<file path="config.mk">
export PLATFORM = sky130hd
export DESIGN_NAME = bsci_cell
export DESIGN_NICKNAME = d
export VERILOG_FILES = /design/src/rtl/bsci_pkg.sv /design/src/rtl/bsci_cell.sv
export SDC_FILE = /design/constraint.sdc
export NUM_CORES = 1
export LEC_CHECK = 0
export BUFFER_PORTS_ARGS = -buffer_cell sky130_fd_sc_hd__buf_4
export CORE_MARGIN = 4
export CORE_UTILIZATION = 48
export DETAILED_ROUTE_END_ITERATION = 10
export PLACE_DENSITY_LB_ADDON = 0.12
export SYNTH_ARGS = -nofsm -noshare
export SYNTH_HDL_FRONTEND = slang
export SYNTH_SLANG_ARGS = --single-unit
</file>
<file path="constraint.sdc">
create_clock -name clk -period 7.4 [get_ports clk]
set_clock_uncertainty 0.1 [all_clocks]
set_input_delay 0 -clock clk [delete_from_list [all_inputs] [get_ports clk]]
set_output_delay 0 -clock clk [all_outputs]
set_load 0.005 [all_outputs]
</file>
<file path="src/rtl/bsci_pkg.sv">
`timescale 1ns / 1ps
// ----------------------------------------------------------------------------
// bsci_pkg: shared types and constants for the bounded sorted candidate list
// Beat payloads, result codes, the token that walks the cell row and the
// controller state encoding.
// ----------------------------------------------------------------------------
package bsci_pkg;

  localparam int BSCI_MAX_ENTRIES  = 512;
  localparam int BSCI_SLACK_FACTOR = 5;

  localparam int ID_W    = 32;
  localparam int DIST_W  = 32;
  localparam int LIMIT_W = 7;
  localparam int SHOWN_W = 9;

  localparam logic [LIMIT_W-1:0] LIMIT_RESET = 7'd32;

  typedef enum logic [1:0] {
    STS_INSERTED = 2'd0,
    STS_FAR      = 2'd1,
    STS_DUP      = 2'd2
  } status_t;

  typedef struct packed {
    logic [ID_W-1:0]   cand_id;
    logic [DIST_W-1:0] cand_dist;
  } cand_t;

  typedef struct packed {
    status_t            status;
    logic               evicted_valid;
    logic [ID_W-1:0]    evicted_id;
    logic [SHOWN_W-1:0] entry_count;
    logic               list_full;
  } result_t;

  // Token modes: SEARCH carries the candidate, SHIFT carries a displaced
  // entry, DONE carries the outcome (id = evicted id, key = new tail distance).
  typedef enum logic [1:0] {
    TK_IDLE   = 2'd0,
    TK_SEARCH = 2'd1,
    TK_SHIFT  = 2'd2,
    TK_DONE   = 2'd3
  } tok_mode_t;

  typedef struct packed {
    tok_mode_t         mode;
    status_t           status;
    logic              ev_valid;
    logic [ID_W-1:0]   id;
    logic [DIST_W-1:0] key;
  } token_t;

  typedef enum logic [1:0] {
    ST_IDLE = 2'd0,
    ST_WALK = 2'd1,
    ST_HOLD = 2'd2
  } ctrl_state_t;

endpackage

</file>
<file path="src/rtl/bsci_cell.sv">
`timescale 1ns / 1ps
// ----------------------------------------------------------------------------
// bsci_cell: one slot of the sorted candidate row
// Holds one (id, dist) entry and processes the token handed in by its left
// neighbor: scan, insert, ripple-shift or pass the finished outcome along.
// ----------------------------------------------------------------------------
module bsci_cell #(
  parameter int MAX_ENTRIES = bsci_pkg::BSCI_MAX_ENTRIES,
  parameter int IDX         = 0
) (
  input  logic                               clk,
  input  logic                               rst,
  input  bsci_pkg::token_t                   tok_in,
  input  logic [$clog2(MAX_ENTRIES+1)-1:0]   cnt,
  input  logic [$clog2(MAX_ENTRIES)-1:0]     last,
  output bsci_pkg::token_t                   tok_out
);

  localparam int CNT_W = $clog2(MAX_ENTRIES + 1);
  localparam int IDX_W = $clog2(MAX_ENTRIES);
  localparam logic [CNT_W-1:0] POS_C  = CNT_W'(IDX);
  localparam logic [IDX_W-1:0] POS_I  = IDX_W'(IDX);
  localparam bit               IS_HEAD = (IDX == 0);

  logic [bsci_pkg::ID_W-1:0]   ent_id;
  logic [bsci_pkg::DIST_W-1:0] ent_dist;

  bsci_pkg::token_t tok_next;
  logic             wr_en;
  logic             occupied;
  logic             is_last;
  logic             id_hit;
  logic             below;

  assign occupied = POS_C < cnt;
  assign is_last  = last == POS_I;
  assign id_hit   = ent_id == tok_in.id;
  assign below    = ent_dist < tok_in.key;

  // Decide what this slot does with the incoming token
  always_comb begin
    tok_next = tok_in;
    wr_en    = 1'b0;
    case (tok_in.mode)
      bsci_pkg::TK_SEARCH: begin
        if (occupied) begin
          if (id_hit && (below || IS_HEAD)) begin
            tok_next.mode     = bsci_pkg::TK_DONE;
            tok_next.status   = bsci_pkg::STS_DUP;
            tok_next.ev_valid = 1'b0;
            tok_next.id       = '0;
          end else if (!below) begin
            // Insertion point: take the candidate, push the old entry on
            wr_en = 1'b1;
            if (is_last) begin
              tok_next.mode     = bsci_pkg::TK_DONE;
              tok_next.status   = bsci_pkg::STS_INSERTED;
              tok_next.ev_valid = 1'b1;
              tok_next.id       = ent_id;
            end else begin
              tok_next.mode = bsci_pkg::TK_SHIFT;
              tok_next.id   = ent_id;
              tok_next.key  = ent_dist;
            end
          end
        end else begin
          // First free slot: append the candidate
          wr_en             = 1'b1;
          tok_next.mode     = bsci_pkg::TK_DONE;
          tok_next.status   = bsci_pkg::STS_INSERTED;
          tok_next.ev_valid = 1'b0;
          tok_next.id       = '0;
        end
      end
      bsci_pkg::TK_SHIFT: begin
        wr_en = 1'b1;
        if (is_last) begin
          tok_next.mode     = bsci_pkg::TK_DONE;
          tok_next.status   = bsci_pkg::STS_INSERTED;
          tok_next.ev_valid = occupied;
          tok_next.id       = occupied ? ent_id : '0;
        end else begin
          tok_next.id  = ent_id;
          tok_next.key = ent_dist;
        end
      end
      default: begin
        tok_next = tok_in;
      end
    endcase
  end

  // Store the entry carried by the token
  always_ff @(posedge clk) begin
    if (wr_en) begin
      ent_id   <= tok_in.id;
      ent_dist <= tok_in.key;
    end
  end

  // Hand the token to the right neighbor
  always_ff @(posedge clk) begin
    if (rst) begin
      tok_out.mode <= bsci_pkg::TK_IDLE;
    end else begin
      tok_out <= tok_next;
    end
  end

endmodule

</file>
## Yosys cells after proc, flatten, opt, wreduce, memory -nomap -nowiden

Cells that the tools add are included.

| operators by class | value |
|---|---|
| order comparisons | 2 |
| eq/ne operators | 3 |
| muxes and demuxes | 16 |
| reduce and logical (&&, ||, !) cells | 1 |

Operators with widths:

| operator | count |
|---|---|
| 2-to-1 mux 32 bit | 5 |
| one-hot mux 69 bit (2 select lines) | 1 |
| 2-to-1 mux 37 bit | 2 |
| 2-to-1 mux 69 bit | 1 |
| == test 32 bit | 1 |
| < comparator 32 bit | 1 |
| < comparator 1 x 10 -> 1 bit (first input constant) | 1 |
| zero test 9 bit | 1 |
| 2-to-1 mux 5 bit | 1 |
| 2-to-1 mux 1 bit | 4 |
| 2-to-1 mux 3 bit | 1 |
| == test 2 x 1 -> 1 bit (second input constant) | 1 |
| == test 2 bit (second input constant) | 1 |
| one-hot mux 1 bit (2 select lines) | 1 |

| storage, ports and cells | value |
|---|---|
| register bits after elaboration | 133 |
| bits of input ports | 90 |
| output and inout bits | 69 |
| word-level logic and storage cells | 29 |

## Logic depth before layout (Yosys ltp)

| logic depth | value |
|---|---|
| depth in word-level cells | 6 |
| depth in mapped cells | 10 |

## Worst setup path before layout

OpenSTA, ideal clock, no wires.

| timing path | value |
|---|---|
| kind | flip-flop to flip-flop |
| start | reg ent_dist[6] in the netlist's numbering |
| end | reg ent_dist[0] in the netlist's numbering, enable pin |
| setup time | 0.601 ns |
| data arrival time | 6.591 ns |
| data required time | 6.699 ns |
| slack | 0.107 ns |
| stages on the path, launching flop included | 8 |
| path buffers | 0 |
| cells stage by stage | edfxtp_1 -> ha_1 -> nand4_1 -> o31ai_2 -> a211oi_2 -> o21ai_0 -> nand2_1 -> a311oi_1 |

| between the ends | value |
|---|---|
| longest elaborated chain between the ends | 5 |

RTL lines:

| what | RTL line | text |
|---|---|---|
| start, declared | bsci_cell.sv:26 | `logic [bsci_pkg::DIST_W-1:0] ent_dist;` |
| start signal, assigned | bsci_cell.sv:97 | `ent_dist <= tok_in.key;` |
| < comparator 32 bit | bsci_cell.sv:38 | `assign below = ent_dist < tok_in.key;` |
| 2-to-1 mux 1 bit | bsci_cell.sv:52 | `end else if (!below) begin` |
| 2-to-1 mux 1 bit | bsci_cell.sv:47 | `if (id_hit && (below \|\| IS_HEAD)) begin` |
| 2-to-1 mux 1 bit | bsci_cell.sv:46 | `if (occupied) begin` |
| one-hot mux 1 bit (2 select lines) | bsci_cell.sv:44 | `case (tok_in.mode)` |
| named net wr_en | bsci_cell.sv:29 | `logic wr_en;` |

The timed path passes the listed nets, and every way through them passes these cells.
A chain may end at the register's enable or synchronous reset.

## Worst setup path in the final report

| timing path | value |
|---|---|
| start | reg ent_dist[6] in the netlist's numbering |
| end | reg ent_dist[1] in the netlist's numbering, enable pin |

Same word-level chain as after synthesis.

==> metrics.cfg <==
[run_status]
status=finished clean

[clock_network]
numClockSinks=133
clkTransAtPathRegs_ns=0.05
post_cts.repair.setup_buffers=0
tritoncts=done
clock_tree.htree_level_count=4
insertion_delay_ns=0.42
cts_resized=0
clk_path_buf_depth=2
cts-root-buf=clkbuf_16
cts_buffers=17

[power]
ir_drop_worst_vdd_mv=0.116
total_power_mw=2.02
power-per-cell-area_nw_per_um2=225
p_leak_nw=3.62

[synthesis]
proportion_of_synthesized_flip_flops_having_asynchronous_set_or_reset=0
synthesis.area_per_instance_um2=13.9
syn_inst=456
synth.top_cells.by_area=edfxtp_1, ha_1, a22o_1
netlist.area_leader.share=0.621
synth_edf_count=131
synth_warnings=0
synth-seq-cells=133
synth_top_flop_cell=edfxtp_1
seq_area_frac_synth=0.628
synth_area_leader_cell=edfxtp_1
post_synth_num_cell_types=39
synth.cell_area_um2=6330
synth_fp_nets=579

[placed_design]
post-dp-hpwl_mm=10.5
port-buffer-count=158
globalplace.congestion=0.789

[drt]
route.detailed.wl_per_inst_um=18.2
detail-route-antenna-nets=0
drt_first_pass_iters=7
drt_drc_violations_left=0
routed_via_density=5.51
detail_route.iter0.violations=379
routed_wirelength_mm=15.8
routed-via-count=4787

[setup_path]
critical_path.endpoint=ent_dist[1]$_DFFE_PP_
worstPathRequired_ns=7.36
rrSetupSlack_ns=3.97
ff2ff_path_depth=8
critical_path_class=reg -> reg
worst-endpoint-arrival_ns=3.39
critical_path.endpoint_type=flop
rr_endpoint=ent_dist[1]$_DFFE_PP_
cp_max_fo=32
startpoint=ent_dist[6]$_DFFE_PP_
timing.rr.start=ent_dist[6]$_DFFE_PP_
setup.worst_path.start_class=flop

[timing]
hold_viol_final=0
final_period_minus_worst_setup_slack_ns=3.43
max_freq_ghz=0.291
grt_setup_unrepaired=no
final-setup-viol-count=0
tightestPinTransition_ns=1.09
timing.slew.headroom=0.274
totalNegativeSetupSlack_ns=0
worst_hold_slack_after_final_layout_ns=0.109
timing.final.crit_share=0.464
final_slew_violations=0

[floorplanning]
die_outline_area_um2=15100
dieWidth_um=123
die_h_um=123
initial_core_util=0.496
core-area_um2=12800
floorplan.rows=41
io_pins=159

[global_route]
maximum_number_of_pins_on_one_net_before_global_route_repair=54
overall_fraction_of_global_route_tracks_in_use=0.217
via_count_of_the_first_global_routing_pass=4932
grt_util_met3=0.0548
first_pass_grt_wire_length_mm=24.7
top_usage_layer=met2
grt_antenna_before_repair=0
grt-ovfl-total=0
grt_use_met1=0.249
gr-usage-met2=0.386

[run]
cap_viol_max_count=0

[finish]
final_standard_cell_utilization_of_the_core=0.701
post_synthesis_to_final_layout_area_growth_pct=41.3
fillers=896
final_layout_size_suffix_gt1_frac=0.286
nNetsFinal=810
antenna_cells=0

[hold_path]
hold_path_class=in -> reg

[worst max-delay path, stage by stage (launching register included)]
cell and delay [ns]:
edfxtp_1 0.41, ha_1 0.32, nand4_1 0.12, o31ai_2 0.34, a211oi_2 0.13, o21ai_0 0.62, nand2_1 0.19, a311oi_4 0.35
buf_4 0.47
[cells in the final DEF (no fill, tap or decap), types with 2 or more instances in the layout]
master	Yosys	final
nor3_1	4	4
buf_4	0	162
a31oi_1	2	2
a211o_1	3	3
nand3_1	4	4
nand2_1	23	23
nor4_1	4	4
xnor2_1	32	32
nand4_1	14	14
o21a_1	2	2
a22o_1	32	32
and4_1	3	3
inv_1	36	35
o21ai_0	16	16
a21oi_1	14	14
nand2b_1	2	2
nor2_1	13	13
ha_1	33	33
dlygate4sd3_1	0	71
clkbuf_16	0	17
clkinvlp_4	0	3
clkinv_2	0	4
edfxtp_1	131	131
a22oi_1	11	11
a21o_1	4	4
dfxtp_1	2	2
bufinv_16	0	2
o31ai_4	0	2
a32o_1	22	22
a221o_1	12	12
clkbuf_1	10	2
[registers in the layout (all words and copies together) (netlist names)]
register and count:
tok_out 69, ent_id 32, ent_dist 32
[synth_stat cells, drive strengths merged, types with 4 or more instances]
cell type  number
a21o            4
a21oi          14
a221o          12
a22o           32
a22oi          11
a32o           22
buf            11
clkbuf         10
edfxtp        131
ha             33
inv            36
nand2          23
nand3           4
nand4          14
nor2           13
nor3            5
nor4            4
o21ai          16
xnor2          32
[worst min-delay path by stage]
stage,from,endpoint,depth (start not counted)
final,last[5],tok_out[66]$_DFFE_PN_,5
after global routing,last[5],tok_out[66]$_DFFE_PN_,5
after CTS,last[5],tok_out[66]$_DFFE_PN_,5
after detailed placement,tok_in[18],ent_dist[18]$_DFFE_PP_,1
after global placement,tok_in[18],ent_dist[18]$_DFFE_PP_,1
after floorplan,tok_in[0],ent_dist[0]$_DFFE_PP_,0
[power breakdown]
part / leakage [nW] / internal, mW / total, mW / switching [mW]
clock network: 0.260 / 0.487 / 0.785 / 0.299
registers: 1.28 / 0.896 / 0.917 / 0.0209
logic: 2.08 / 0.167 / 0.315 / 0.148
total: 3.62 / 1.55 / 2.02 / 0.467
[kinds of logic (layout without fill, tap and decap cells)]
family | Yosys count | in the layout | synth area share
adders and majority gates | 33 | 33 | 0.0652
AOI/OAI and AO/OA | 130 | 130 | 0.168
DFF | 133 | 133 | 0.628
muxes | 1 | 1 | 0.00158
xor gates and xnor gates | 32 | 32 | 0.0443
and+or+nand+nor | 70 | 70 | 0.0559
buffers and inverters | 57 | 298 | 0.0379
[final cells by class]
cell class	instances	area (µm²)	area share
flip-flops and latches	133	3970	0.444
multi-input cells	266	2150	0.241
repair buffers	233	1930	0.215
clock buffers	19	433	0.0484
well taps	172	215	0.0240
inverters	36	135	0.0151
clock inverters	10	111	0.0124
[timing repair]
action                                 in CTS  in global routing
setup endpoints to repair                   0                  0
hold buffers                               71                  0
endpoints found under the hold margin     147                  0
[metrics by stage]
step	instance area, µm²	setup slack, ns	cells
floorplan	6330	0.107	456
global placement	7690	4.04	769
detailed placement	7690	3.98	769
CTS	8950	3.96	869
global route	8950	3.74	869
finish	8950	3.97	869
[per-layer routing]
layer / share of wire / up-vias
met5: 0 / -
met4: 0.022 / 0
met3: 0.064 / 34
met2: 0.52 / 173
met1: 0.39 / 2310
li1: - / 2270
Note: power is estimated with default switching activity, not from simulation.
