===== src/rtl/bsci_pkg.sv =====
`timescale 1ns / 1ps
// ----------------------------------------------------------------------------
// bsci_pkg: shared types and constants for the bounded sorted candidate list
// Beat payloads, result codes, the token that walks the cell row and the
// controller state encoding.
// ----------------------------------------------------------------------------
package bsci_pkg;

  localparam int BSCI_MAX_ENTRIES  = 512;
  localparam int BSCI_SLACK_FACTOR = 5;

  localparam int ID_W    = 32;
  localparam int DIST_W  = 32;
  localparam int LIMIT_W = 7;
  localparam int SHOWN_W = 9;

  localparam logic [LIMIT_W-1:0] LIMIT_RESET = 7'd32;

  typedef enum logic [1:0] {
    STS_INSERTED = 2'd0,
    STS_FAR      = 2'd1,
    STS_DUP      = 2'd2
  } status_t;

  typedef struct packed {
    logic [ID_W-1:0]   cand_id;
    logic [DIST_W-1:0] cand_dist;
  } cand_t;

  typedef struct packed {
    status_t            status;
    logic               evicted_valid;
    logic [ID_W-1:0]    evicted_id;
    logic [SHOWN_W-1:0] entry_count;
    logic               list_full;
  } result_t;

  // Token modes: SEARCH carries the candidate, SHIFT carries a displaced
  // entry, DONE carries the outcome (id = evicted id, key = new tail distance).
  typedef enum logic [1:0] {
    TK_IDLE   = 2'd0,
    TK_SEARCH = 2'd1,
    TK_SHIFT  = 2'd2,
    TK_DONE   = 2'd3
  } tok_mode_t;

  typedef struct packed {
    tok_mode_t         mode;
    status_t           status;
    logic              ev_valid;
    logic [ID_W-1:0]   id;
    logic [DIST_W-1:0] key;
  } token_t;

  typedef enum logic [1:0] {
    ST_IDLE = 2'd0,
    ST_WALK = 2'd1,
    ST_HOLD = 2'd2
  } ctrl_state_t;

endpackage


===== src/rtl/bsci_ctrl.sv =====
`timescale 1ns / 1ps
// ----------------------------------------------------------------------------
// bsci_ctrl: sequencer for the sorted candidate row
// Takes candidate beats, runs the too-far test against the tail, launches
// the token into the row, retires its outcome and keeps count, full flag,
// tail distance, the neighbor limit and the result register.
// ----------------------------------------------------------------------------
module bsci_ctrl #(
  parameter int MAX_ENTRIES  = bsci_pkg::BSCI_MAX_ENTRIES,
  parameter int SLACK_FACTOR = bsci_pkg::BSCI_SLACK_FACTOR
) (
  input  logic                              clk,
  input  logic                              rst,
  input  logic                              in_valid,
  output logic                              in_stall,
  input  bsci_pkg::cand_t                   in_data,
  output logic                              out_valid,
  input  logic                              out_stall,
  output bsci_pkg::result_t                 out_data,
  input  logic                              cfg_valid,
  output logic                              cfg_ready,
  input  logic [bsci_pkg::LIMIT_W-1:0]      cfg_data,
  output bsci_pkg::token_t                  tok_launch,
  input  bsci_pkg::token_t                  tok_ret,
  output logic [$clog2(MAX_ENTRIES+1)-1:0]  cnt,
  output logic [$clog2(MAX_ENTRIES)-1:0]    last
);

  localparam int CNT_W  = $clog2(MAX_ENTRIES + 1);
  localparam int IDX_W  = $clog2(MAX_ENTRIES);
  localparam int CAP_W  = bsci_pkg::LIMIT_W + $clog2(SLACK_FACTOR + 1);
  localparam int CMP_W  = (CAP_W > CNT_W) ? CAP_W : CNT_W;
  localparam int SAT_W  = (CNT_W > bsci_pkg::SHOWN_W) ? CNT_W : bsci_pkg::SHOWN_W + 1;
  localparam logic [CNT_W-1:0] MAX_C = CNT_W'(MAX_ENTRIES);

  bsci_pkg::ctrl_state_t state, state_next;

  logic [bsci_pkg::LIMIT_W-1:0] limit;
  logic [CNT_W-1:0]             held_count;
  logic                         full_flag;
  logic [bsci_pkg::DIST_W-1:0]  tail_dist;
  bsci_pkg::result_t            res;

  logic             in_acc;
  logic             full_eff;
  logic             far;
  logic             ret_done;
  logic             ret_ins;
  logic             out_free;
  logic             becomes_full;
  logic [CNT_W-1:0] cnt_m1;
  logic [CNT_W-1:0] cnt_inc;
  logic [CMP_W-1:0] cap;
  logic [CNT_W-1:0] held_count_next;
  logic             full_flag_next;

  // Saturate the held count to the width of the reported field
  function automatic logic [bsci_pkg::SHOWN_W-1:0] count_shown(input logic [CNT_W-1:0] c);
    logic [SAT_W-1:0] cw;
    cw = SAT_W'(c);
    if (cw > SAT_W'({bsci_pkg::SHOWN_W{1'b1}})) begin
      return '1;
    end
    return cw[bsci_pkg::SHOWN_W-1:0];
  endfunction

  assign cfg_ready = 1'b1;
  assign cnt       = held_count;

  // Occupancy, end of the active row and capacity
  assign full_eff = full_flag || (held_count >= MAX_C);
  assign cnt_m1   = held_count - CNT_W'(1);
  assign cnt_inc  = held_count + CNT_W'(1);
  assign last     = full_eff ? cnt_m1[IDX_W-1:0] : held_count[IDX_W-1:0];
  assign cap      = CMP_W'(limit) * CMP_W'(SLACK_FACTOR);
  assign becomes_full = (CMP_W'(cnt_inc) >= cap) || (cnt_inc >= MAX_C);
  assign far = full_eff && (held_count != '0) && (in_data.cand_dist >= tail_dist);

  assign ret_done = tok_ret.mode == bsci_pkg::TK_DONE;
  assign ret_ins  = ret_done && (tok_ret.status == bsci_pkg::STS_INSERTED);
  assign out_free = !out_valid || !out_stall;

  // List bookkeeping after the token retires
  always_comb begin
    held_count_next = held_count;
    full_flag_next  = full_flag;
    if (ret_ins) begin
      if (full_eff) begin
        full_flag_next = 1'b1;
      end else begin
        held_count_next = cnt_inc;
        full_flag_next  = full_flag || becomes_full;
      end
    end
  end

  // Next state and handshake
  always_comb begin
    in_stall   = state != bsci_pkg::ST_IDLE;
    in_acc     = in_valid && !in_stall;
    state_next = state;
    unique case (state)
      bsci_pkg::ST_IDLE: begin
        if (in_acc) begin
          state_next = far ? bsci_pkg::ST_HOLD : bsci_pkg::ST_WALK;
        end
      end
      bsci_pkg::ST_WALK: begin
        if (ret_done) begin
          state_next = bsci_pkg::ST_HOLD;
        end
      end
      bsci_pkg::ST_HOLD: begin
        if (out_free) begin
          state_next = bsci_pkg::ST_IDLE;
        end
      end
      default: begin
        state_next = bsci_pkg::ST_IDLE;
      end
    endcase
  end

  always_ff @(posedge clk) begin
    if (rst) begin
      state <= bsci_pkg::ST_IDLE;
    end else begin
      state <= state_next;
    end
  end

  // Neighbor limit register
  always_ff @(posedge clk) begin
    if (rst) begin
      limit <= bsci_pkg::LIMIT_RESET;
    end else if (cfg_valid && cfg_ready) begin
      limit <= cfg_data;
    end
  end

  // Count and full flag
  always_ff @(posedge clk) begin
    if (rst) begin
      held_count <= '0;
      full_flag  <= 1'b0;
    end else if (state == bsci_pkg::ST_WALK) begin
      held_count <= held_count_next;
      full_flag  <= full_flag_next;
    end
  end

  // Track the tail distance for the too-far test
  always_ff @(posedge clk) begin
    if (state == bsci_pkg::ST_WALK && ret_ins) begin
      tail_dist <= tok_ret.key;
    end
  end

  // Launch the search token into the row
  always_ff @(posedge clk) begin
    if (rst) begin
      tok_launch.mode <= bsci_pkg::TK_IDLE;
    end else if (state == bsci_pkg::ST_IDLE && in_acc && !far) begin
      tok_launch.mode     <= bsci_pkg::TK_SEARCH;
      tok_launch.status   <= bsci_pkg::STS_INSERTED;
      tok_launch.ev_valid <= 1'b0;
      tok_launch.id       <= in_data.cand_id;
      tok_launch.key      <= in_data.cand_dist;
    end else begin
      tok_launch.mode <= bsci_pkg::TK_IDLE;
    end
  end

  // Capture the outcome of the current candidate
  always_ff @(posedge clk) begin
    if (state == bsci_pkg::ST_IDLE && in_acc && far) begin
      res.status        <= bsci_pkg::STS_FAR;
      res.evicted_valid <= 1'b0;
      res.evicted_id    <= '0;
      res.entry_count   <= count_shown(held_count);
      res.list_full     <= full_flag;
    end else if (state == bsci_pkg::ST_WALK && ret_done) begin
      res.status        <= tok_ret.status;
      res.evicted_valid <= tok_ret.ev_valid;
      res.evicted_id    <= tok_ret.id;
      res.entry_count   <= count_shown(held_count_next);
      res.list_full     <= full_flag_next;
    end
  end

  // Output register: load when free, drop once the beat is taken
  always_ff @(posedge clk) begin
    if (rst) begin
      out_valid <= 1'b0;
    end else if (state == bsci_pkg::ST_HOLD && out_free) begin
      out_valid <= 1'b1;
    end else if (out_valid && !out_stall) begin
      out_valid <= 1'b0;
    end
  end

  always_ff @(posedge clk) begin
    if (state == bsci_pkg::ST_HOLD && out_free) begin
      out_data <= res;
    end
  end

endmodule


===== config.mk =====
export PLATFORM = sky130hd
export DESIGN_NAME = bsci_ctrl
export DESIGN_NICKNAME = d
export VERILOG_FILES = /design/src/rtl/bsci_pkg.sv /design/src/rtl/bsci_ctrl.sv
export SDC_FILE = /design/constraint.sdc
export NUM_CORES = 1
export LEC_CHECK = 0
export ABC_AREA = 1
export CORE_AREA = 2 2 190 192
export CTS_BUF_LIST = sky130_fd_sc_hd__clkbuf_4
export DETAILED_ROUTE_END_ITERATION = 8
export DIE_AREA = 0 0 192 194
export DONT_BUFFER_PORTS = 1
export PLACE_DENSITY = 0.36
export SYNTH_ARGS = -nofsm -noshare
export SYNTH_HDL_FRONTEND = slang
export SYNTH_SLANG_ARGS = --single-unit
export TNS_END_PERCENT = 20

===== constraint.sdc =====
create_clock -name clk -period 6.85 [get_ports clk]
set_clock_uncertainty 0.1 [all_clocks]
set_input_delay 1.7125 -clock clk [delete_from_list [all_inputs] [get_ports clk]]
set_output_delay 1.7125 -clock clk [all_outputs]
set_load 0.02 [all_outputs]

======== Word-level counts from Yosys, hierarchy flattened ========
Index checks and enable logic that the tools add are counted.
storage, ports and cells
  bits in registers ....................... 209
  output and inout bits ................... 136
  logic and storage cells ................. 86
  bits of input ports ..................... 145
cells by class
  eq/ne operators ......................... 6
  $add $sub $neg .......................... 2
  multiplexer cells ....................... 24
  bitwise operators ....................... 1
  order comparisons ....................... 6
  $mul .................................... 1
  reduce and logical (&&, ||, !) cells .... 27
operators with widths
  kind                     number
  $mux W9                  5
  $mux W10                 4
  $ge A32 B32 Y1           1
  $ge A10 B10 Y1 const B   2
  $gt A10 B9 Y1 const B    2
  $logic_and A1 B1 Y1      11
  $add A10 B1 Y10 const B  1
  $ge A10 B10 Y1           1
  $mul A7 B3 Y10 const B   1
  $mux W1                  10
  $reduce_bool A10 Y1      1
  $sub A9 B1 Y9 const B    1
  $mux W2                  4
  $ne A2 B2 Y1 const B     3
  $pmux W2 S3              1
  $reduce_bool A2 Y1       3
  $eq A2 B2 Y1 const B     2
  $logic_not A1 Y1         4
  $logic_not A2 Y1         2
  $logic_or A1 B1 Y1       4
  $reduce_and A3 Y1        1
  $eq A2 B1 Y1 const B     1
  $reduce_and A2 Y1        1
  $not A1 Y1               1

======== Logic depth before layout (Yosys ltp) ========
Gate-level depths: netlist (run 1).
  depth after elaboration ................. 11
  gate-level depth with buffers ........... 19
  gate-level depth less buffers ........... 19

======== Worst setup path after synthesis (run 1) ========
Ideal clock, no wire load.
  path type ............................... input -> register
  start point ............................. in in_data[15] in the netlist's numbering
  end point ............................... reg tok_launch[0] in the netlist's numbering, enable pin
  setup slack ............................. 0.869 ns
  cell stages on the path ................. 11
  data arrival time ....................... 5.395 ns
  path buffers ............................ 0
  data required time ...................... 6.264 ns
  setup time .............................. 0.486 ns
  cell sequence ........................... ha_1 -> a21o_1 -> nor2_1 -> nand2_1 -> nor2_1 -> nand2_1 -> nand2_1 -> nand2_1 -> nand2_1 -> nand2_1 -> nor2_1
between the ends
  longest elaborated chain between the ends .. 5
RTL lines
  what                         RTL line          source
  start: declaration           bsci_ctrl.sv:16   input bsci_pkg::cand_t in_data,
  $ge A32 B32 Y1               bsci_ctrl.sv:77   assign far = full_eff && (held_count != '0) && (in_data.cand_dist >= tail_dist);
  $logic_and A1 B1 Y1          bsci_ctrl.sv:77
  $logic_not A1 Y1             bsci_ctrl.sv:163  end else if (state == bsci_pkg::ST_IDLE && in_acc && !far) begin
  $logic_and A1 B1 Y1          bsci_ctrl.sv:163
  $reduce_and A2 Y1 (no line)  -
  end: declaration             bsci_ctrl.sv:23   output bsci_pkg::token_t tok_launch,
Every way passes these cells.
A chain may end at the register's enable or synchronous reset.

======== Final worst setup path (run 1) ========
  start point ............................. reg held_count[0] (netlist: cnt[0])
  end point ............................... out last[8]
between the ends
  longest elaborated chain between the ends .. 3
  elaborated cells between the ends (all ways) .. 4
  classes of those cells .................. 1 x add/sub; 1 x order compare; 1 x mux; 1 x reduce/logical
RTL lines
  what                      RTL line          source
  start: declaration        bsci_ctrl.sv:39   logic [CNT_W-1:0] held_count;
  start signal: assignment  bsci_ctrl.sv:147  held_count <= held_count_next;
  $ge A10 B10 Y1            bsci_ctrl.sv:71   assign full_eff = full_flag || (held_count >= MAX_C);
  $logic_or A1 B1 Y1        bsci_ctrl.sv:71
  $mux W9 (*)               bsci_ctrl.sv:74   assign last = full_eff ? cnt_m1[IDX_W-1:0] : held_count[IDX_W-1:0];
  end: declaration          bsci_ctrl.sv:26   output logic [$clog2(MAX_ENTRIES)-1:0] last
Every way passes the cells marked *; elsewhere a longest branch is shown, timed or not.

==> results of run 1 <==
[critical path, delay by kind of cell (launching register included)]
kind,cells,cell delay (ns)
xor gates and xnor gates,1,0.47
buffers and inverters,1,0.18
DFF,1,0.65
adders and majority gates,1,0.27
and+or+nand+nor,3,0.32
[worst max path at each step]
stage,startpoint,to,cells after the start
floorplan,in_data[15],tok_launch[0],11
global placement,in_data[11],tok_launch[32],15
detailed placement,in_data[11],tok_launch[42],15
CTS,cnt[0],last[8],6
global route,cnt[0],last[8],6
finish,cnt[0],last[8],6
[Yosys cell counts, drive strengths merged (2+ instances only)]
cell type	instances
mux2	34
a21boi	2
xor2	15
o211ai	6
inv	121
a211oi	3
ha	54
nor3	3
nand4	5
buf	15
o21a	3
conb	2
nor2	56
dfxtp	57
o21ai	20
a21o	2
edfxtp	151
a21oi	26
nand2	123
nand3	12
[layer usage]
layer	part of all wire, %	global-route usage (%)
met1	38	11.7
met2	49	20.0
met3	10	5.14
met4	2.7	5.43
met5	0.059	0
[stage by stage]
| stage | hold slack, ns | utilization, % | power (mW) | cell area, sq um |
|---|---|---|---|---|
| after floorplan | 0.300 | - | 1.88 | 8740 |
| after global placement | 0.307 | 26.3 | 1.94 | 9260 |
| after detailed placement | 0.305 | 26.3 | 1.96 | 9260 |
| after CTS | 0.321 | 28.3 | 3.11 | 9980 |
| after global routing | 0.332 | 28.4 | 3.22 | 9990 |
| final | 0.314 | 28.4 | 3.04 | 9990 |
[layout make-up]
type	count	area [sq um]
clock inverter	10	63.8
tap	461	577
inverter	121	454
fill	3638	25200
timing repair buffer	2	15.0
clock buffer	87	653
antenna	6	15.0
multi-input combinational	376	2540
sequential	208	5680
[sequential cells by signal (all words and copies together), names as in the netlist]
| signal | flops |
|---|---|
| state | 2 |
| tok_launch | 65 |
| limit | 7 |
| out_valid | 1 |
| out_data | 45 |
| full_flag | 1 |
| res | 45 |
| cnt | 10 |
| tail_dist | 32 |
[cells by family after synthesis]
logic type,after synthesis,synth area share [%]
muxes,34,4.38
and+or+nand+nor,200,9.87
xor gates and xnor gates,15,1.59
DFF,208,65.0
other,2,0.0860
adders and majority gates,55,7.97
buffers and inverters,137,6.35
AOI/OAI and AO/OA,67,4.77
[power by group]
| part | switching [mW] | internal, mW |
|---|---|---|
| registers | 0.117 | 1.51 |
| clock network | 0.512 | 0.606 |
| logic | 0.168 | 0.127 |
==> flow_metrics.env, run 1 <==
export IMPL_layout_nets=966
export IMPL_antenna_found_initial=5
export IMPL_ant_nets=0
export IMPL_required_ns=5.04
export IMPL_cp_data_arrival_time_ns=2.60
export IMPL_synth_edf_count=151
export IMPL_route_detailed_drc=0
export IMPL_layout_commonest_cell="edfxtp_1"
export IMPL_synthTopCellsByArea="edfxtp_1, dfxtp_1, ha_1"
export IMPL_syn_area_sq_um=8730
export IMPL_cts_resized=0
export IMPL_dieArea_sq_um=37200
export IMPL_tns_ns=0
export IMPL_hold_viol=0
export IMPL_yosys_warnings=0
export IMPL_clk_pin_slew_ns=0.06
export IMPL_worstReg2RegStart="cnt[0]"
export IMPL_final_cells=1271
export IMPL_post_cts_buffers=0
export IMPL_yosys_register_bits=208
export IMPL_htreeDepth=2
export IMPL_min_period_over_period_pct=64.4
export IMPL_slowest_delay_ns=0.65
export IMPL_synth_top_area_cell="edfxtp_1"
export IMPL_hold_path_class="flip-flop to flip-flop"
export IMPL_num_vias=5242
export IMPL_power_density_nw_per_um2=304
export IMPL_start_util_pct=24.8
export IMPL_ys_seq_area_share_pct=65.0
export IMPL_cts_inserted_buffers=57
export IMPL_clkLatencyLatePin_ns=0.72
export IMPL_holdPathEnd="out_data[5]"
export IMPL_drtIter0Drc=170
export IMPL_grt_usage_pct=11.5
export IMPL_grt_pass1_wl_mm=31.9
export IMPL_grt_pass1_vias=5354
export IMPL_pre_cts_ws_ns=2.22
export IMPL_cts_tree="built"
export IMPL_crit_type="flip-flop to output pin"
export IMPL_peakVddDrop_mv=0.148
export IMPL_ys_types=44
export IMPL_syn_avg_cell_area_sq_um=12.2
export IMPL_placementRows=69
export IMPL_io_buffer_count=0
export IMPL_grt_setup_unrepaired="false"
export IMPL_placed_cells=1168
export IMPL_final_cell_mix="edfxtp_1, nand2_1, inv_1"
export IMPL_startpoint_type="flip-flop"
export IMPL_wl_mm=21.9
export IMPL_setup_slack_ns=2.44
export IMPL_cts_root_buf="clkbuf_4"
export IMPL_r2r_end="tok_launch[32]"
export IMPL_crit_fanout=7
export IMPL_vias_per_cell=4.12
export IMPL_clock_fmax_ghz=0.227
export IMPL_holdPathStages=0
export IMPL_relSlewSlack_pct=29.6
export IMPL_dp_hpwl_mm=16.2
export IMPL_min_period_ns=4.41
export IMPL_dr_pass1_iters=4
export IMPL_worstPathCellList="inv_1 -> ha_1 -> nand4_1 -> nor2_1 -> nand2_1 -> xor2_1"
export IMPL_netlist_instances=718
export IMPL_synth_top_area_share_pct=51.9
export IMPL_core_area_sq_um=35200
export IMPL_min_from="res[5]"
export IMPL_place_congestion=0.791
export IMPL_cts_hold_buf=0
export IMPL_ff2ff_path_depth=9
export IMPL_grt_max_degree=46
export IMPL_clock_sinks=208
export IMPL_die_y_um=194
export IMPL_io_pins=281
export IMPL_tightest_slew_ns=1.05
export IMPL_die_w_um=192
export IMPL_cap_violations=0
export IMPL_total_leakage_power_nw=4.22
export IMPL_reg2reg_slack_ns=3.51
export IMPL_grt_overflow_total=0
export IMPL_cp_end_kind="output pin"
export IMPL_wl_per_cell_um=17.3
export IMPL_setup_viol=0
export IMPL_final_max_slew_viol_count=0
export IMPL_outcome="complete, no violations"
export IMPL_drive_gt1_share_pct=19.2
export IMPL_cts_path_max_buffers=3
export IMPL_area_delta_synth_final_pct=14.4
export IMPL_slowest_stage="dfxtp_1"
export IMPL_synthArstFlopShare_pct=0
export IMPL_ys_flop_type="edfxtp_1"
Note: power is estimated with default switching activity, not from simulation.
==> run 2, diff against run 1 <==
--- a/config.mk
+++ b/config.mk
@@ -11,7 +11,7 @@
 export DETAILED_ROUTE_END_ITERATION = 8
 export DIE_AREA = 0 0 192 194
 export DONT_BUFFER_PORTS = 1
-export PLACE_DENSITY = 0.36
+export PLACE_DENSITY = 0.37
 export SYNTH_ARGS = -nofsm -noshare
 export SYNTH_HDL_FRONTEND = slang
 export SYNTH_SLANG_ARGS = --single-unit
==> constraint.sdc (replaced) <==
create_clock -name clk -period 3.6 [get_ports clk]
set_clock_uncertainty 0.1 [all_clocks]
set_input_delay 0.9 -clock clk [delete_from_list [all_inputs] [get_ports clk]]
set_output_delay 0.9 -clock clk [all_outputs]
set_load 0.02 [all_outputs]
==> flow_metrics.env, run 2 (synthesis results as in run 1) <==
export IMPL_largest_reg_flops=65
export IMPL_clock_fmax_ghz=0.301
export IMPL_final_cells=1279
export IMPL_ff2ff_path_depth=17
export IMPL_layout_commonest_cell="edfxtp_1"
export IMPL_place_congestion=0.742
export IMPL_route_detailed_drc=0
export IMPL_p_comb_share_pct=9.9
export IMPL_startpoint_type="flip-flop"
export IMPL_outcome="complete, no violations"
export IMPL_cp_data_arrival_time_ns=2.33
export IMPL_required_ns=2.60
export IMPL_placementRows=69
export IMPL_num_vias=5190
export IMPL_vias_per_cell=4.06
export IMPL_placed_cells=1174
export IMPL_tns_ns=0
export IMPL_ant_nets=0
export IMPL_core_area_sq_um=35200
export IMPL_clkLatencyLatePin_ns=0.73
export IMPL_min_from="rst"
export IMPL_setup_slack_ns=0.272
export IMPL_pwr_share_clk_pct=36.6
export IMPL_wl_met1_mm=8.13
export IMPL_cts_hold_buf=0
export IMPL_pre_cts_ws_ns=0.398
export IMPL_grt_usage_pct=11.3
export IMPL_cap_violations=0
export IMPL_power_density_nw_per_um2=570
export IMPL_reg2reg_slack_ns=0.55
export IMPL_worstReg2RegStart="limit[3]"
export IMPL_cts_root_buf="clkbuf_4"
export IMPL_htreeDepth=2
export IMPL_wl_mm=21.4
export IMPL_drive_gt1_share_pct=21.1
export IMPL_crit_fanout=6
export IMPL_grt_pass1_wl_mm=31.5
export IMPL_hold_viol=0
export IMPL_min_period_ns=3.33
export IMPL_io_buffer_count=0
export IMPL_dieArea_sq_um=37200
export IMPL_setup_viol=0
export IMPL_grt_pass1_vias=5262
export IMPL_highest_layer="met5"
export IMPL_r2r_end="res[0]"
export IMPL_peakVddDrop_mv=0.246
export IMPL_grt_max_degree=46
export IMPL_dp_hpwl_mm=16.0
export IMPL_die_y_um=194
export IMPL_cts_path_max_buffers=3
export IMPL_wl_met3_mm=2.08
export IMPL_reg_top3="tok_launch: 65 flops, out_data: 45 flops, res: 45 flops"
export IMPL_clk_pin_slew_ns=0.07
export IMPL_largest_register="tok_launch"
export IMPL_wl_met2_mm=10.7
export IMPL_drtIter0Drc=222
export IMPL_clock_sinks=208
export IMPL_switchingPower_mw=1.50
export IMPL_total_leakage_power_nw=4.28
export IMPL_wl_per_cell_um=16.8
export IMPL_grt_overflow_total=0
export IMPL_start_util_pct=24.8
export IMPL_area_delta_synth_final_pct=15.8
export IMPL_cts_inserted_buffers=55
export IMPL_io_pins=281
export IMPL_final_max_slew_viol_count=0
export IMPL_die_w_um=192
export IMPL_antenna_found_initial=8
export IMPL_cts_tree="built"
export IMPL_sw_frac_of_total_pct=26.0
export IMPL_min_period_over_period_pct=92.4
export IMPL_fill_cells=3677
export IMPL_seq_power_share_pct=53.5
export IMPL_layout_nets=970
export IMPL_tightest_slew_ns=0.689
export IMPL_holdPathEnd="cnt[9]"
export IMPL_hold_path_class="input port to flip-flop"
export IMPL_power_internal_mw=4.27
export IMPL_final_cell_mix="edfxtp_1, nand2_1, inv_1"
export IMPL_dr_pass1_iters=4
export IMPL_cp_end_kind="output pin"
export IMPL_crit_type="flip-flop to output pin"
export IMPL_relSlewSlack_pct=53.9
export IMPL_holdPathStages=1
export IMPL_total_power_mw=5.76
==> run 2: cell types whose count changed in the layout (fill, tap and decap cells not counted), sizes merged <==
cell      previous run  this run
bufinv               1         0
clkbuf              87        92
clkinv               9         6
clkinvlp             0         1
buf                  2         8
==> run 2: timing repair <==
item / in CTS / in global routing
cloned: 0 / 0
buffers inserted: 0 / 0
endpoints found under the setup margin: 3 / 2
gates resized for setup: 2 / 2
==> run 2: worst max-delay path, cell delays in order (launching register included) <==
cell	delay, ns
dfxtp_1	0.56
inv_1	0.14
ha_1	0.24
nand4_1	0.12
nor2_1	0.08
nand2_1	0.14
xor2_2	0.31
==> run 2: how the worst max path moves through the flow <==
stage,start,to,depth (start not counted)
2_1_floorplan,out_stall,out_data[0],1
3_3_place_gp,in_data[15],tok_launch[58],12
3_5_place_dp,in_data[15],tok_launch[58],12
4_1_cts,cnt[1],last[8],6
5_1_grt,cnt[9],last[7],7
6_report,cnt[1],last[8],6
==> run 2: area by class of cell <==
| type | instances | area (sq um) | share of cell area, % |
|---|---|---|---|
| Clock inverter | 7 | 36.3 | 0.359 |
| Clock buffer | 92 | 691 | 6.83 |
| Multi-Input combinational cell | 376 | 2560 | 25.3 |
| Tap cell | 461 | 577 | 5.70 |
| Sequential cell | 208 | 5680 | 56.1 |
| Timing Repair Buffer | 8 | 110 | 1.09 |
| Antenna cell | 6 | 15.0 | 0.148 |
| Inverter | 121 | 454 | 4.49 |
==> run 2: routing by layer <==
metal / vias to the layer above / track usage (%)
met3: 46 / 5.43
met5: - / 0
met1: 2381 / 11.7
met4: 4 / 4.95
met2: 205 / 19.4
li1: 2554 / -
==> run 2: stage by stage <==
step	hold WS [ns]	area, sq um	utilization [%]
after floorplan	0.300	8750	-
after global placement	0.305	9360	26.6
after detailed placement	0.309	9360	26.6
after CTS	0.00503	10100	28.6
after global routing	0.0114	10100	28.7
final	0.134	10100	28.7
==> run 2: power by group through the flow <==
| stage | Combinational (mW) | Sequential, mW | Clock, mW |
|---|---|---|---|
| floorplan | 0.479 | 3.09 | 0 |
| global placement | 0.573 | 3.13 | 0 |
| detailed placement | 0.579 | 3.14 | 0 |
| CTS | 0.585 | 3.09 | 2.24 |
| global route | 0.668 | 3.11 | 2.36 |
| finish | 0.572 | 3.08 | 2.11 |
==> run 3, diff against run 2 <==
--- a/config.mk
+++ b/config.mk
@@ -11,7 +11,7 @@
 export DETAILED_ROUTE_END_ITERATION = 8
 export DIE_AREA = 0 0 192 194
 export DONT_BUFFER_PORTS = 1
-export PLACE_DENSITY = 0.37
+export PLACE_DENSITY = 0.36
 export SYNTH_ARGS = -nofsm -noshare
 export SYNTH_HDL_FRONTEND = slang
 export SYNTH_SLANG_ARGS = --single-unit
==> constraint.sdc (replaced) <==
create_clock -name clk -period 4.25 [get_ports clk]
set_clock_uncertainty 0.1 [all_clocks]
set_input_delay 1.0625 -clock clk [delete_from_list [all_inputs] [get_ports clk]]
set_output_delay 1.0625 -clock clk [all_outputs]
set_load 0.02 [all_outputs]
==> flow_metrics.env, run 3 (synthesis results as in run 1) <==
export IMPL_outcome="complete, no violations"
export IMPL_route_detailed_drc=0
export IMPL_multiInputGateArea_sq_um=2540
export IMPL_cap_violations=0
export IMPL_cts_path_max_buffers=3
export IMPL_pre_cts_ws_ns=1.02
export IMPL_drtIter0Drc=197
export IMPL_largest_register="tok_launch"
export IMPL_die_w_um=192
export IMPL_wl_mm=21.7
export IMPL_peakVddDrop_mv=0.202
export IMPL_die_y_um=194
export IMPL_startpoint_type="flip-flop"
export IMPL_grt_pass1_wl_mm=31.5
export IMPL_io_buffer_count=0
export IMPL_ant_nets=0
export IMPL_r2r_end="res[0]"
export IMPL_endpoint="last[8]"
export IMPL_clk_pin_slew_ns=0.06
export IMPL_dieArea_sq_um=37200
export IMPL_grt_usage_pct=11.4
export IMPL_cts_resized=0
export IMPL_cp_data_arrival_time_ns=2.64
export IMPL_grt_pass1_vias=5369
export IMPL_crit_type="flip-flop to output pin"
export IMPL_layout_commonest_cell="edfxtp_1"
export IMPL_vias_per_cell=4.12
export IMPL_antenna_found_initial=1
export IMPL_regArea_sq_um=5680
export IMPL_setup_slack_ns=0.447
export IMPL_cts_root_buf="clkbuf_4"
export IMPL_cts_tree="built"
export IMPL_post_cts_buffers=0
export IMPL_required_ns=3.09
export IMPL_area_delta_synth_final_pct=15.0
export IMPL_relSlewSlack_pct=43.8
export IMPL_power_density_nw_per_um2=490
export IMPL_cts_inserted_buffers=59
export IMPL_tns_ns=0
export IMPL_placed_cells=1171
export IMPL_post_route_util_pct=28.5
export IMPL_grt_setup_unrepaired="false"
export IMPL_reg2reg_slack_ns=1.14
export IMPL_final_cell_mix="edfxtp_1, nand2_1, inv_1"
export IMPL_layout_nets=971
export IMPL_cts_hold_buf=0
export IMPL_start_util_pct=24.8
export IMPL_reg_top3="tok_launch: 65 flops, out_data: 45 flops, res: 45 flops"
export IMPL_hold_path_class="input port to flip-flop"
export IMPL_min_period_over_period_pct=89.5
export IMPL_final_max_slew_viol_count=0
export IMPL_placementRows=69
export IMPL_num_vias=5261
export IMPL_hold_viol=0
export IMPL_total_leakage_power_nw=4.26
export IMPL_crit_fanout=7
export IMPL_final_cells=1278
export IMPL_ff2ff_path_depth=17
export IMPL_cp_end_kind="output pin"
export IMPL_dp_hpwl_mm=16.0
export IMPL_min_from="rst"
export IMPL_grt_overflow_total=0
export IMPL_critPathLaunch="cnt[0]"
export IMPL_grt_max_degree=65
export IMPL_min_period_ns=3.80
export IMPL_timing_hold_ws_ns=0.289
export IMPL_clock_sinks=208
export IMPL_clock_fmax_ghz=0.263
export IMPL_worstReg2RegStart="limit[3]"
export IMPL_wl_per_cell_um=17.0
export IMPL_place_congestion=0.776
export IMPL_dr_pass1_iters=4
export IMPL_fill_cells=3700
export IMPL_setup_viol=0
export IMPL_core_area_sq_um=35200
export IMPL_tightest_slew_ns=0.841
export IMPL_drive_gt1_share_pct=19.9
export IMPL_htreeDepth=2
export IMPL_clkLatencyLatePin_ns=0.75
export IMPL_io_pins=281
export IMPL_largest_reg_flops=65
==> run 3: layer usage <==
| metal | vias up | GRT usage [%] | part of all wire [%] |
|---|---|---|---|
| met1 | 2416 | 11.4 | 38 |
| met5 | - | 0 | 0 |
| met2 | 253 | 19.7 | 49 |
| met4 | 0 | 6.28 | 3.5 |
| li1 | 2543 | - | - |
| met3 | 49 | 5.03 | 9.9 |
==> run 3: how the worst min path moves through the flow <==
stage,end,slack (ns),cells after the start
3_3_place_gp,out_data[9],0.31,0
5_1_grt,full_flag,0.20,1
2_1_floorplan,out_data[0],0.30,0
3_5_place_dp,out_data[17],0.31,0
6_report,full_flag,0.29,1
4_1_cts,full_flag,0.19,1
==> run 3: where the power goes <==
part	internal (mW)	total, mW	switching (mW)	leakage (nW)
clock network	0.973	1.82	0.852	0.446
logic	0.208	0.477	0.269	1.95
registers	2.43	2.62	0.188	1.86
==> run 3: cell type report <==
class | count | area share, %
sequential | 208 | 56.5
multi-input combinational | 376 | 25.3
inverter | 121 | 4.52
clock inverter | 13 | 0.535
timing repair buffer | 5 | 0.498
antenna | 2 | 0.0498
clock buffer | 92 | 6.87
tap | 461 | 5.74
==> run 3: worst max-delay path, cell delays in order (launching register included) <==
cell and delay (ns):
dfxtp_1 0.65, inv_1 0.18, ha_1 0.27, nand4_1 0.13, nor2_1 0.09, nand2_1 0.11
xor2_1 0.45
==> run 3: per-stage QoR <==
step                power [mW]  area [sq um]
floorplan                 3.02          8750
global placement          3.13          9300
detailed placement        3.15          9300
CTS                       5.05         10000
global route              5.23         10000
finish                    4.92         10000
